--- config.mk ---
export PLATFORM = sky130hd
export DESIGN_NAME = epoch_civil_date_converter
export DESIGN_NICKNAME = d
export VERILOG_FILES = /design/src/rtl/core/ecdc_pkg.sv /design/src/rtl/core/epoch_civil_date_converter.sv
export SDC_FILE = /design/constraint.sdc
export NUM_CORES = 2
export LEC_CHECK = 0
export BUFFER_PORTS_ARGS = -buffer_cell sky130_fd_sc_hd__buf_4
export CAP_MARGIN = 20
export CORE_MARGIN = 2
export CORE_UTILIZATION = 43
export DETAILED_ROUTE_END_ITERATION = 10
export PLACE_DENSITY_LB_ADDON = 0.1
export SKIP_LAST_GASP = 1
export SYNTH_ARGS = -nofsm -noshare
export SYNTH_HDL_FRONTEND = slang
export SYNTH_SLANG_ARGS = --single-unit
--- constraint.sdc ---
create_clock -name clk -period 10 [get_ports clk]
set_input_delay 0 -clock clk [delete_from_list [all_inputs] [get_ports clk]]
set_output_delay 0 -clock clk [all_outputs]
set_load 0.05 [all_outputs]
--- src/rtl/core/ecdc_pkg.sv ---
// Package for the civil date and epoch converter: constants, field layout and tables.
// Used by the converter top level and by its checker; depends on nothing.
package ecdc_pkg;

  // Command codes carried on tuser.
  localparam logic CMD_TO_EPOCH = 1'b0;
  localparam logic CMD_TO_CIVIL = 1'b1;

  // Calendar constants.
  localparam int unsigned BASE_YEAR      = 1948;
  localparam int unsigned UNIX_BASE_DAYS = 7977;
  localparam int unsigned SECS_PER_DAY   = 86400;
  localparam int unsigned DAYS_PER_YEAR  = 365;
  localparam int unsigned GRID_OFFSET    = 19;
  localparam int unsigned MAX_HOUR       = 24;
  localparam int unsigned YEAR_MIN       = 1970;
  localparam int unsigned YEAR_MAX       = 2099;
  localparam logic [31:0] EPOCH_LIMIT    = 32'd4102444800;

  // Rounded-up reciprocals for the constant divisions.
  // Seconds per day: (t >> 7) / 675, product shifted by DAY_SHIFT.
  localparam logic [25:0] DAY_RECIP   = 26'd50903317;
  localparam int unsigned DAY_SHIFT   = 35;
  // Days per year, product shifted by YEAR_SHIFT.
  localparam logic [15:0] YEAR_RECIP  = 16'd45965;
  localparam int unsigned YEAR_SHIFT  = 24;
  // Divide by sixty for seconds of the day.
  localparam logic [17:0] MIN_RECIP   = 18'd139811;
  localparam int unsigned MIN_SHIFT   = 23;
  // Divide by sixty for minutes of the day.
  localparam logic [11:0] HOUR_RECIP  = 12'd2185;
  localparam int unsigned HOUR_SHIFT  = 17;

  // Field layout of the data words.
  localparam int unsigned IN_DATA_W     = 72;
  localparam int unsigned OUT_DATA_W    = 72;
  localparam int unsigned OUT_EPOCH_LSB = 0;
  localparam int unsigned OUT_YEAR_LSB  = 32;
  localparam int unsigned OUT_MONTH_LSB = 44;
  localparam int unsigned OUT_DAY_LSB   = 48;
  localparam int unsigned OUT_HOUR_LSB  = 53;
  localparam int unsigned OUT_MIN_LSB   = 58;
  localparam int unsigned OUT_SEC_LSB   = 64;
  localparam int unsigned OUT_USED_MSB  = 69;

  // Days before the first of each month, in a year running from March.
  function automatic logic [8:0] month_start(input logic [3:0] m);
    logic [8:0] v;
    case (m)
      4'd1:    v = 9'd306;
      4'd2:    v = 9'd337;
      4'd4:    v = 9'd31;
      4'd5:    v = 9'd61;
      4'd6:    v = 9'd92;
      4'd7:    v = 9'd122;
      4'd8:    v = 9'd153;
      4'd9:    v = 9'd184;
      4'd10:   v = 9'd214;
      4'd11:   v = 9'd245;
      4'd12:   v = 9'd275;
      default: v = 9'd0;
    endcase
    return v;
  endfunction

  // Correction terms for the 32-day month grid.
  function automatic logic [4:0] grid_rem(input logic [3:0] g);
    logic [4:0] v;
    case (g)
      4'd0:    v = 5'd19;
      4'd1:    v = 5'd19;
      4'd2:    v = 5'd18;
      4'd3:    v = 5'd16;
      4'd4:    v = 5'd15;
      4'd5:    v = 5'd13;
      4'd6:    v = 5'd12;
      4'd7:    v = 5'd11;
      4'd8:    v = 5'd9;
      4'd9:    v = 5'd8;
      4'd10:   v = 5'd6;
      4'd11:   v = 5'd5;
      4'd12:   v = 5'd4;
      default: v = 5'd1;
    endcase
    return v;
  endfunction

  // Grid month to civil month.
  function automatic logic [3:0] grid_month(input logic [3:0] g);
    logic [3:0] v;
    case (g)
      4'd1:    v = 4'd3;
      4'd2:    v = 4'd4;
      4'd3:    v = 4'd5;
      4'd4:    v = 4'd6;
      4'd5:    v = 4'd7;
      4'd6:    v = 4'd8;
      4'd7:    v = 4'd9;
      4'd8:    v = 4'd10;
      4'd9:    v = 4'd11;
      4'd10:   v = 4'd12;
      4'd11:   v = 4'd1;
      4'd12:   v = 4'd2;
      default: v = 4'd0;
    endcase
    return v;
  endfunction

endpackage

--- src/rtl/core/epoch_civil_date_converter.sv ---
// Civil date and time to epoch seconds converter, and back, as a five-stage pipeline.
// Depends on ecdc_pkg for constants and the month tables.
// Throughput: one request per cycle unless the output stalls.
// Every division by a constant other than a power of two is a reciprocal multiply.
// Each stage holds its data while the next is full, so bubbles close up under a stall.
// Reset (synchronous, active low) empties all stages; no clearing pass is needed.
module epoch_civil_date_converter
  import ecdc_pkg::*;
(
  input  logic        clk,
  input  logic        rst_n,
  input  logic        in_tvalid,
  output logic        in_tready,
  // in_tdata from bit 0: year[11:0], month[3:0], day[4:0], hour[4:0], minute[5:0],
  // second[5:0], epoch_in[31:0], two zero bits
  input  logic [71:0] in_tdata,
  // in_tuser: command
  input  logic        in_tuser,
  output logic        out_tvalid,
  input  logic        out_tready,
  // out_tdata from bit 0: epoch_out[31:0], year_out[11:0], month_out[3:0], day_out[4:0],
  // hour_out[4:0], minute_out[5:0], second_out[5:0], two zero bits
  output logic [71:0] out_tdata,
  // out_tuser: out_of_range
  output logic        out_tuser
);

  // Unpacked request fields.
  logic        in_cmd;
  logic [11:0] in_year;
  logic [3:0]  in_month;
  logic [4:0]  in_day;
  logic [4:0]  in_hour;
  logic [5:0]  in_minute;
  logic [5:0]  in_second;
  logic [31:0] in_epoch;

  assign in_cmd    = in_tuser;
  assign in_year   = in_tdata[11:0];
  assign in_month  = in_tdata[15:12];
  assign in_day    = in_tdata[20:16];
  assign in_hour   = in_tdata[25:21];
  assign in_minute = in_tdata[31:26];
  assign in_second = in_tdata[37:32];
  assign in_epoch  = in_tdata[69:38];

  // Stage valid bits and the ready chain from the output backwards.
  logic s1_v_r, s2_v_r, s3_v_r, s4_v_r, out_v_r;
  logic s1_rdy, s2_rdy, s3_rdy, s4_rdy, out_rdy;

  assign out_rdy   = !out_v_r || out_tready;
  assign s4_rdy    = !s4_v_r || out_rdy;
  assign s3_rdy    = !s3_v_r || s4_rdy;
  assign s2_rdy    = !s2_v_r || s3_rdy;
  assign s1_rdy    = !s1_v_r || s2_rdy;
  assign in_tready = s1_rdy;

  always_ff @(posedge clk) begin
    if (!rst_n) begin
      s1_v_r  <= 1'b0;
      s2_v_r  <= 1'b0;
      s3_v_r  <= 1'b0;
      s4_v_r  <= 1'b0;
      out_v_r <= 1'b0;
    end else begin
      if (s1_rdy)  s1_v_r  <= in_tvalid;
      if (s2_rdy)  s2_v_r  <= s1_v_r;
      if (s3_rdy)  s3_v_r  <= s2_v_r;
      if (s4_rdy)  s4_v_r  <= s3_v_r;
      if (out_rdy) out_v_r <= s4_v_r;
    end
  end

  // ---------------------------------------------------------------- stage 1
  // Civil side: March-based year offset, day of year, seconds of the day.
  // Epoch side: day count by reciprocal multiply. The range flag is settled here.
  logic [12:0] s1_yoff_nxt, s1_yoff_r;
  logic [8:0]  s1_yday_nxt, s1_yday_r;
  logic [16:0] s1_secs_nxt, s1_secs_r;
  logic [15:0] s1_q_nxt,    s1_q_r;
  logic [31:0] s1_t_r;
  logic        s1_cmd_r;
  logic        s1_flag_nxt, s1_flag_r;
  logic        jan_feb;
  logic [4:0]  hour_clamped;
  logic [50:0] day_prod;

  always_comb begin
    // January and February belong to the March-based year before.
    jan_feb      = (in_month == 4'd1) || (in_month == 4'd2);
    s1_yoff_nxt  = {1'b0, in_year} - 13'(BASE_YEAR) - {12'd0, jan_feb};
    // A month above twelve contributes no days at all.
    s1_yday_nxt  = (in_month <= 4'd12) ? (month_start(in_month) + {4'd0, in_day}) : 9'd0;
    hour_clamped = (in_hour > 5'(MAX_HOUR)) ? 5'(MAX_HOUR) : in_hour;
    s1_secs_nxt  = {12'd0, hour_clamped} * 17'd3600 + {11'd0, in_minute} * 17'd60
                 + {11'd0, in_second};
    // Whole days: (t >> 7) / 675 with a rounded-up reciprocal is exact here.
    day_prod     = {26'd0, in_epoch[31:7]} * {25'd0, DAY_RECIP};
    s1_q_nxt     = day_prod[50:35];
    if (in_cmd == CMD_TO_EPOCH) begin
      s1_flag_nxt = (in_year < 12'(YEAR_MIN)) || (in_year > 12'(YEAR_MAX)) ||
                    (in_month < 4'd1) || (in_month > 4'd12);
    end else begin
      s1_flag_nxt = (in_epoch >= EPOCH_LIMIT);
    end
  end

  always_ff @(posedge clk) begin
    if (s1_rdy) begin
      s1_cmd_r  <= in_cmd;
      s1_flag_r <= s1_flag_nxt;
      s1_yoff_r <= s1_yoff_nxt;
      s1_yday_r <= s1_yday_nxt;
      s1_secs_r <= s1_secs_nxt;
      s1_q_r    <= s1_q_nxt;
      s1_t_r    <= in_epoch;
    end
  end

  // ---------------------------------------------------------------- stage 2
  // Civil side: day number relative to the epoch, wrapping at 32 bits.
  // Epoch side: seconds of the day, day number from 1948, first year estimate.
  logic [31:0] yoff_ext;
  logic [31:0] s2_days_nxt, s2_days_r;
  logic [16:0] s2_secs_r;
  logic [16:0] s2_sod_nxt, s2_sod_r;
  logic [15:0] s2_d_nxt, s2_d_r;
  logic [31:0] year_prod;
  logic [7:0]  s2_by_nxt, s2_by_r;
  logic        s2_cmd_r, s2_flag_r;

  always_comb begin
    // A year before the base wraps, so the offset is sign-extended to 32 bits.
    yoff_ext    = {{19{s1_yoff_r[12]}}, s1_yoff_r};
    s2_days_nxt = yoff_ext * 32'd365 + (yoff_ext >> 2) + {23'd0, s1_yday_r}
                - 32'(UNIX_BASE_DAYS);
    s2_sod_nxt  = s1_t_r[16:0] - ({1'b0, s1_q_r} * 17'(SECS_PER_DAY));
    s2_d_nxt    = s1_q_r + 16'(UNIX_BASE_DAYS);
    year_prod   = {16'd0, s2_d_nxt} * {16'd0, YEAR_RECIP};
    s2_by_nxt   = year_prod[31:24];
  end

  always_ff @(posedge clk) begin
    if (s2_rdy) begin
      s2_cmd_r  <= s1_cmd_r;
      s2_flag_r <= s1_flag_r;
      s2_days_r <= s2_days_nxt;
      s2_secs_r <= s1_secs_r;
      s2_sod_r  <= s2_sod_nxt;
      s2_d_r    <= s2_d_nxt;
      s2_by_r   <= s2_by_nxt;
    end
  end

  // ---------------------------------------------------------------- stage 3
  // Civil side: final second count. Epoch side: year fix-up and day of year,
  // minutes of the day by reciprocal multiply.
  logic [31:0] s3_epoch_nxt, s3_epoch_r;
  logic [15:0] f0_a, f0_b;
  logic [7:0]  by_dec;
  logic [7:0]  s3_by_nxt, s3_by_r;
  logic [15:0] doy_full;
  logic [8:0]  s3_doy_r;
  logic [34:0] min_prod;
  logic [10:0] s3_m1_nxt, s3_m1_r;
  logic [16:0] s3_sod_r;
  logic        s3_cmd_r, s3_flag_r;

  always_comb begin
    s3_epoch_nxt = s2_days_r * 32'(SECS_PER_DAY) + {15'd0, s2_secs_r};
    // Start of the estimated year and of the one before; the estimate is at
    // most one year high.
    by_dec   = s2_by_r - 8'd1;
    f0_a     = {8'd0, s2_by_r} * 16'(DAYS_PER_YEAR) + {10'd0, s2_by_r[7:2]};
    f0_b     = {8'd0, by_dec} * 16'(DAYS_PER_YEAR) + {10'd0, by_dec[7:2]};
    if (f0_a >= s2_d_r) begin
      s3_by_nxt = by_dec;
      doy_full  = s2_d_r - f0_b;
    end else begin
      s3_by_nxt = s2_by_r;
      doy_full  = s2_d_r - f0_a;
    end
    min_prod  = {18'd0, s2_sod_r} * {17'd0, MIN_RECIP};
    s3_m1_nxt = min_prod[33:23];
  end

  always_ff @(posedge clk) begin
    if (s3_rdy) begin
      s3_cmd_r   <= s2_cmd_r;
      s3_flag_r  <= s2_flag_r;
      s3_epoch_r <= s3_epoch_nxt;
      s3_by_r    <= s3_by_nxt;
      s3_doy_r   <= doy_full[8:0];
      s3_m1_r    <= s3_m1_nxt;
      s3_sod_r   <= s2_sod_r;
    end
  end

  // ---------------------------------------------------------------- stage 4
  // Month and day from the 32-day grid, hour and second of the day.
  logic [9:0]  grid_pos;
  logic [3:0]  gmon;
  logic [3:0]  gmon_next;
  logic [4:0]  gdom;
  logic [4:0]  beef, cake;
  logic [3:0]  s4_mon_nxt, s4_mon_r;
  logic [4:0]  s4_dom_nxt, s4_dom_r;
  logic [22:0] hour_prod;
  logic [4:0]  s4_hour_nxt, s4_hour_r;
  logic [5:0]  s4_sec_nxt, s4_sec_r;
  logic [7:0]  s4_by_r;
  logic [10:0] s4_m1_r;
  logic [31:0] s4_epoch_r;
  logic        s4_cmd_r, s4_flag_r;

  always_comb begin
    grid_pos  = {1'b0, s3_doy_r} + 10'(GRID_OFFSET);
    gmon      = grid_pos[8:5];
    gdom      = grid_pos[4:0];
    gmon_next = gmon + 4'd1;
    beef      = grid_rem(gmon);
    cake      = grid_rem(gmon_next);
    // Either the day falls in the grid month or it spills into the next one.
    if (gdom <= cake) begin
      s4_mon_nxt = gmon;
      s4_dom_nxt = gdom - beef;
    end else begin
      s4_mon_nxt = gmon_next;
      s4_dom_nxt = gdom - cake;
    end
    hour_prod   = {12'd0, s3_m1_r} * {11'd0, HOUR_RECIP};
    s4_hour_nxt = hour_prod[21:17];
    s4_sec_nxt  = s3_sod_r[5:0] - (s3_m1_r[5:0] * 6'd60);
  end

  always_ff @(posedge clk) begin
    if (s4_rdy) begin
      s4_cmd_r   <= s3_cmd_r;
      s4_flag_r  <= s3_flag_r;
      s4_epoch_r <= s3_epoch_r;
      s4_by_r    <= s3_by_r;
      s4_mon_r   <= s4_mon_nxt;
      s4_dom_r   <= s4_dom_nxt;
      s4_hour_r  <= s4_hour_nxt;
      s4_sec_r   <= s4_sec_nxt;
      s4_m1_r    <= s3_m1_r;
    end
  end

  // ---------------------------------------------------------------- output stage
  // Civil year and month, minute, and zeroing of the fields the command leaves unused.
  logic [31:0] out_epoch_nxt, out_epoch_r;
  logic [11:0] out_year_nxt,  out_year_r;
  logic [3:0]  out_month_nxt, out_month_r;
  logic [4:0]  out_day_nxt,   out_day_r;
  logic [4:0]  out_hour_nxt,  out_hour_r;
  logic [5:0]  out_min_nxt,   out_min_r;
  logic [5:0]  out_sec_nxt,   out_sec_r;
  logic        out_flag_r;

  always_comb begin
    if (s4_cmd_r == CMD_TO_EPOCH) begin
      out_epoch_nxt = s4_epoch_r;
      out_year_nxt  = 12'd0;
      out_month_nxt = 4'd0;
      out_day_nxt   = 5'd0;
      out_hour_nxt  = 5'd0;
      out_min_nxt   = 6'd0;
      out_sec_nxt   = 6'd0;
    end else begin
      out_epoch_nxt = 32'd0;
      // Grid months eleven and twelve are January and February of the next year.
      out_year_nxt  = {4'd0, s4_by_r} + 12'(BASE_YEAR) + {11'd0, (s4_mon_r > 4'd10)};
      out_month_nxt = grid_month(s4_mon_r);
      out_day_nxt   = s4_dom_r;
      out_hour_nxt  = s4_hour_r;
      out_min_nxt   = s4_m1_r[5:0] - ({1'b0, s4_hour_r} * 6'd60);
      out_sec_nxt   = s4_sec_r;
    end
  end

  always_ff @(posedge clk) begin
    if (out_rdy) begin
      out_flag_r  <= s4_flag_r;
      out_epoch_r <= out_epoch_nxt;
      out_year_r  <= out_year_nxt;
      out_month_r <= out_month_nxt;
      out_day_r   <= out_day_nxt;
      out_hour_r  <= out_hour_nxt;
      out_min_r   <= out_min_nxt;
      out_sec_r   <= out_sec_nxt;
    end
  end

  assign out_tvalid = out_v_r;
  assign out_tuser  = out_flag_r;
  assign out_tdata  = {2'b00, out_sec_r, out_min_r, out_hour_r, out_day_r, out_month_r,
                       out_year_r, out_epoch_r};

endmodule

==> results summary <==
TritonCTS built the clock tree. The category of the critical setup timing path is flop to flop. The post-synthesis cell count is 4222.

In the final routed layout, each cell accounts on average for 15.7 µm. The number of H-tree branching levels came out at 2. The final wirelength came out at 92.5 mm. Headroom to the max-slew limit came out at 0.311. Dividing the synthesized area by the synthesized cell count gives 10.9 µm². The die is 332 µm tall. The pre-antenna-repair detailed-routing pass consisted of 5 iterations. The run finished with clean final reports. The fraction of the yosys area taken by sequential cells is 0.240. The starting utilization of the core area came out at 0.432.

The count of different cell masters after synthesis came out at 91. The area added between synthesis and finish is 10.6%. The post-synthesis async set-or-reset flop share is 0. After the first detailed-routing iteration, the DRC count stood at 1049.

The total number of yosys warnings came out at 0. Of all nets on the critical path, the largest fanout is 10. The I/O pin total came out at 152. The number of synthesized flops with an enable pin came out at 366. The number of sinks driven by the clock tree came out at 371. The cell area after synthesis is 46100 µm².

The transition at the pin with the smallest max-transition slack is 1.03 ns. Setup violations remaining at the end of the flow were counted as 0. The clock insertion delay at the later pin of the skew report is 0.60 ns.

The largest net degree at the start of global routing is 79. The routed design could run at a clock period as short as 7.90 ns. The floorplan step defined a die boundary enclosing 110000 µm². The total of max-cap violations is 0. In this run the core area contains 120 standard-cell rows. At the end of routability-driven placement, the weighted congestion stood at 0.832. The number of antenna violations at the first check in global routing came out at 10.

The width of the die came out at 332 µm. The area of the core is 107000 µm². Global routing finished with a remaining overflow of 0. Based on the critical path, the design can be clocked at up to 127 MHz.

The post-route antenna net violation count is 0. The final worst clock skew is 0.0218 ns. Clock-pin slew was measured on the worst setup and hold paths at 0.06 ns. STA puts the critical path data required time at 10.34 ns. In the final layout, the share of cells above drive strength 1 is 0.0642. The number of remaining DRC errors came out at 0. The worst setup path is captured at a flop.

The number of buffers between clock root and the deepest sink came out at 3. STA classifies the critical path startpoint as a flop. Counting the buffers created by CTS gives 44. The number of nets in the final layout came out at 6054. Once detailed placement completed, the half-perimeter wirelength came to 78.0 mm. Setup total negative slack on the finished layout was measured at 0 ns. The total vias in the final route is 27.7k.

The arrival time of data at the critical path endpoint came out at 8.24 ns. In this run the clock root is driven by a clkbuf_16. The global-route wire length before repair came out at 154 mm.

The min-delay analysis places its worst path in the category input pin to flop. The post-synthesis sequential element count came out at 371. The post-route clock period utilization came out at 0.790. The final hold violation count is 0.

After detailed routing, the number of vias per cell comes to 4.69. Setup repair after global routing left no endpoint under its margin. Among all flip-flop cells after synthesis, the most frequent one is edfxtp_1. The total global routing track utilization came out at 0.175.

The count of buffers inserted at the top-level ports is 147. The final-report max-slew violation count was 0. The via count of the first global-routing pass is 29.2k.
## worst max-delay path, cell delays in order, from the launching register on
cell,delay (ns)
edfxtp_1,0.53
ha_1,0.31
a21oi_1,0.23
inv_1,0.07
a21oi_1,0.41
nor2_1,0.14
xnor2_1,0.40
inv_1,0.40
fa_1,0.62
ha_1,0.20
inv_1,0.07
fa_1,0.49
inv_1,0.05
fa_1,0.47
inv_1,0.05
fa_1,0.50
fa_1,0.54
inv_1,0.04
ha_1,0.32
and4_1,0.22
a221o_1,0.34
a22oi_1,0.19
o2111ai_1,0.18
nand2_1,0.14
o21ai_0,0.15
or2_2,0.32
a21oi_1,0.18
xnor2_1,0.08
## stage by stage
stage / hold slack (ns) / setup slack [ns] / std cells / utilization / instance area, µm²
floorplan: 0.0989 / 2.59 / 4223 / - / 46100
global placement: 0.180 / 2.13 / 5772 / 0.460 / 49100
detailed placement: 0.183 / 2.02 / 5772 / 0.460 / 49100
CTS: 0.00444 / 2.00 / 5906 / 0.477 / 51000
global route: 0.0687 / 1.40 / 5908 / 0.478 / 51000
finish: 0.0479 / 2.10 / 5908 / 0.478 / 51000
## final cells by class
type / count / area [µm²]
antenna: 1 / 2.50
inverter: 1111 / 4170
sequential: 371 / 11100
tap: 1403 / 1760
timing repair buffer: 220 / 1810
clock inverter: 28 / 211
multi-input combinational: 2722 / 30800
fill: 10000 / 55800
clock buffer: 52 / 1150
## flip-flops by register name, summed over array words and instances (netlist names), 12 cells and up
register and count:
s2_days_r 25, s1_yoff_r 13, out_epoch_r 32, s2_d_r 16, s2_sod_r 17, s3_epoch_r 32, s4_epoch_r 32, s1_secs_r 17
s1_t_r 17, out_year_r 12, s1_q_r 16, s2_secs_r 17
## path summary, 6_finish.rpt
kind | start | to | slack (ns) | depth (start not counted)
hold reg to reg | s3_epoch_r[29] | s4_epoch_r[29] | 0.42 | 0
hold / removal | in_tdata[36] | s1_secs_r[4] | 0.05 | 3
setup reg to reg | s1_q_r[0] | s2_by_r[6] | 2.10 | 27
setup / recovery | s1_q_r[0] | s2_by_r[6] | 2.10 | 27
## per-layer routing
metal,global-route usage,share of wire,vias to the layer above
li1,-,-,14200
met1,0.247,0.50,13100
met2,0.284,0.45,269
met3,0.0243,0.032,96
met4,0.0379,0.020,16
met5,0,0.0011,-
## synthesized netlist by cell type, types with 3 or more instances
library cell | instances | area share
buf_4 | 5 | 0.00081
a31oi_1 | 21 | 0.0028
o21ai_0 | 63 | 0.0068
nor4_1 | 7 | 0.00095
nand3_1 | 22 | 0.0024
a31o_2 | 5 | 0.00095
o21bai_1 | 38 | 0.0062
nand4b_1 | 3 | 0.00057
nor2b_1 | 69 | 0.0094
and2_1 | 38 | 0.0052
a211oi_1 | 7 | 0.0011
nand3b_1 | 5 | 0.00081
mux2i_1 | 13 | 0.0028
o21a_1 | 27 | 0.0044
o31a_1 | 5 | 0.00095
o22ai_1 | 5 | 0.00068
edfxtp_1 | 366 | 0.24
xnor2_1 | 206 | 0.039
a2111oi_0 | 5 | 0.00095
nor3_1 | 41 | 0.0044
nand2_1 | 83 | 0.0068
mux2_2 | 3 | 0.00073
mux4_2 | 4 | 0.0020
o211ai_1 | 8 | 0.0013
a21oi_1 | 148 | 0.016
o21ai_1 | 5 | 0.00054
a211o_1 | 3 | 0.00057
a21o_1 | 62 | 0.010
nand4_1 | 14 | 0.0019
clkbuf_1 | 13 | 0.0011
a2111o_1 | 3 | 0.00073
fa_1 | 506 | 0.22
nand2b_1 | 16 | 0.0022
dfxtp_1 | 5 | 0.0022
or2_2 | 11 | 0.0015
nor3b_1 | 4 | 0.00065
xor2_1 | 64 | 0.012
and3_1 | 8 | 0.0011
nor2_1 | 114 | 0.0093
or3_1 | 11 | 0.0015
o31ai_1 | 4 | 0.00065
a21boi_0 | 10 | 0.0016
inv_1 | 1111 | 0.090
ha_1 | 1001 | 0.27
## cells by family after synthesis
kind of cell               after synthesis  share of synthesized area
adders and majority gates             1507                      0.491
buffers and inverters                 1130                     0.0924
and+or+nand+nor                        461                     0.0518
AOI/OAI and AO/OA                      459                     0.0666
DFF                                    371                      0.240
xor gates and xnor gates               272                     0.0520
muxes                                   21                    0.00575
other                                    1                  0.0000813
## timing repair
action | in CTS | in global routing
resized for setup | 0 | 0
setup endpoints to repair | 0 | 0
buffers inserted | 0 | 0
hold buffers | 54 | 0
endpoints found under the hold margin | 50 | 0
## cell usage in the layout (no fill, tap or decap), drive strengths merged, types with 8 or more instances in the layout
master,count
inv,1116
ha,1001
fa,506
edfxtp,366
xnor2,208
buf,166
a21oi,150
nor2,114
nand2,84
nor2b,70
o21ai,70
xor2,64
a21o,62
dlygate4sd3,54
clkbuf,52
nor3,42
o21bai,38
and2,38
o21a,28
a31oi,23
nand3,22
clkinv,21
nand2b,16
nand4,14
mux2i,13
or2,13
or3,12
a21boi,11
o211ai,11
and3,8
nor4,8
a211oi,8
Power is left out: the tool's default activity adds up to more than one toggle a clock period on the data nets, which glitch-free logic cannot reach.
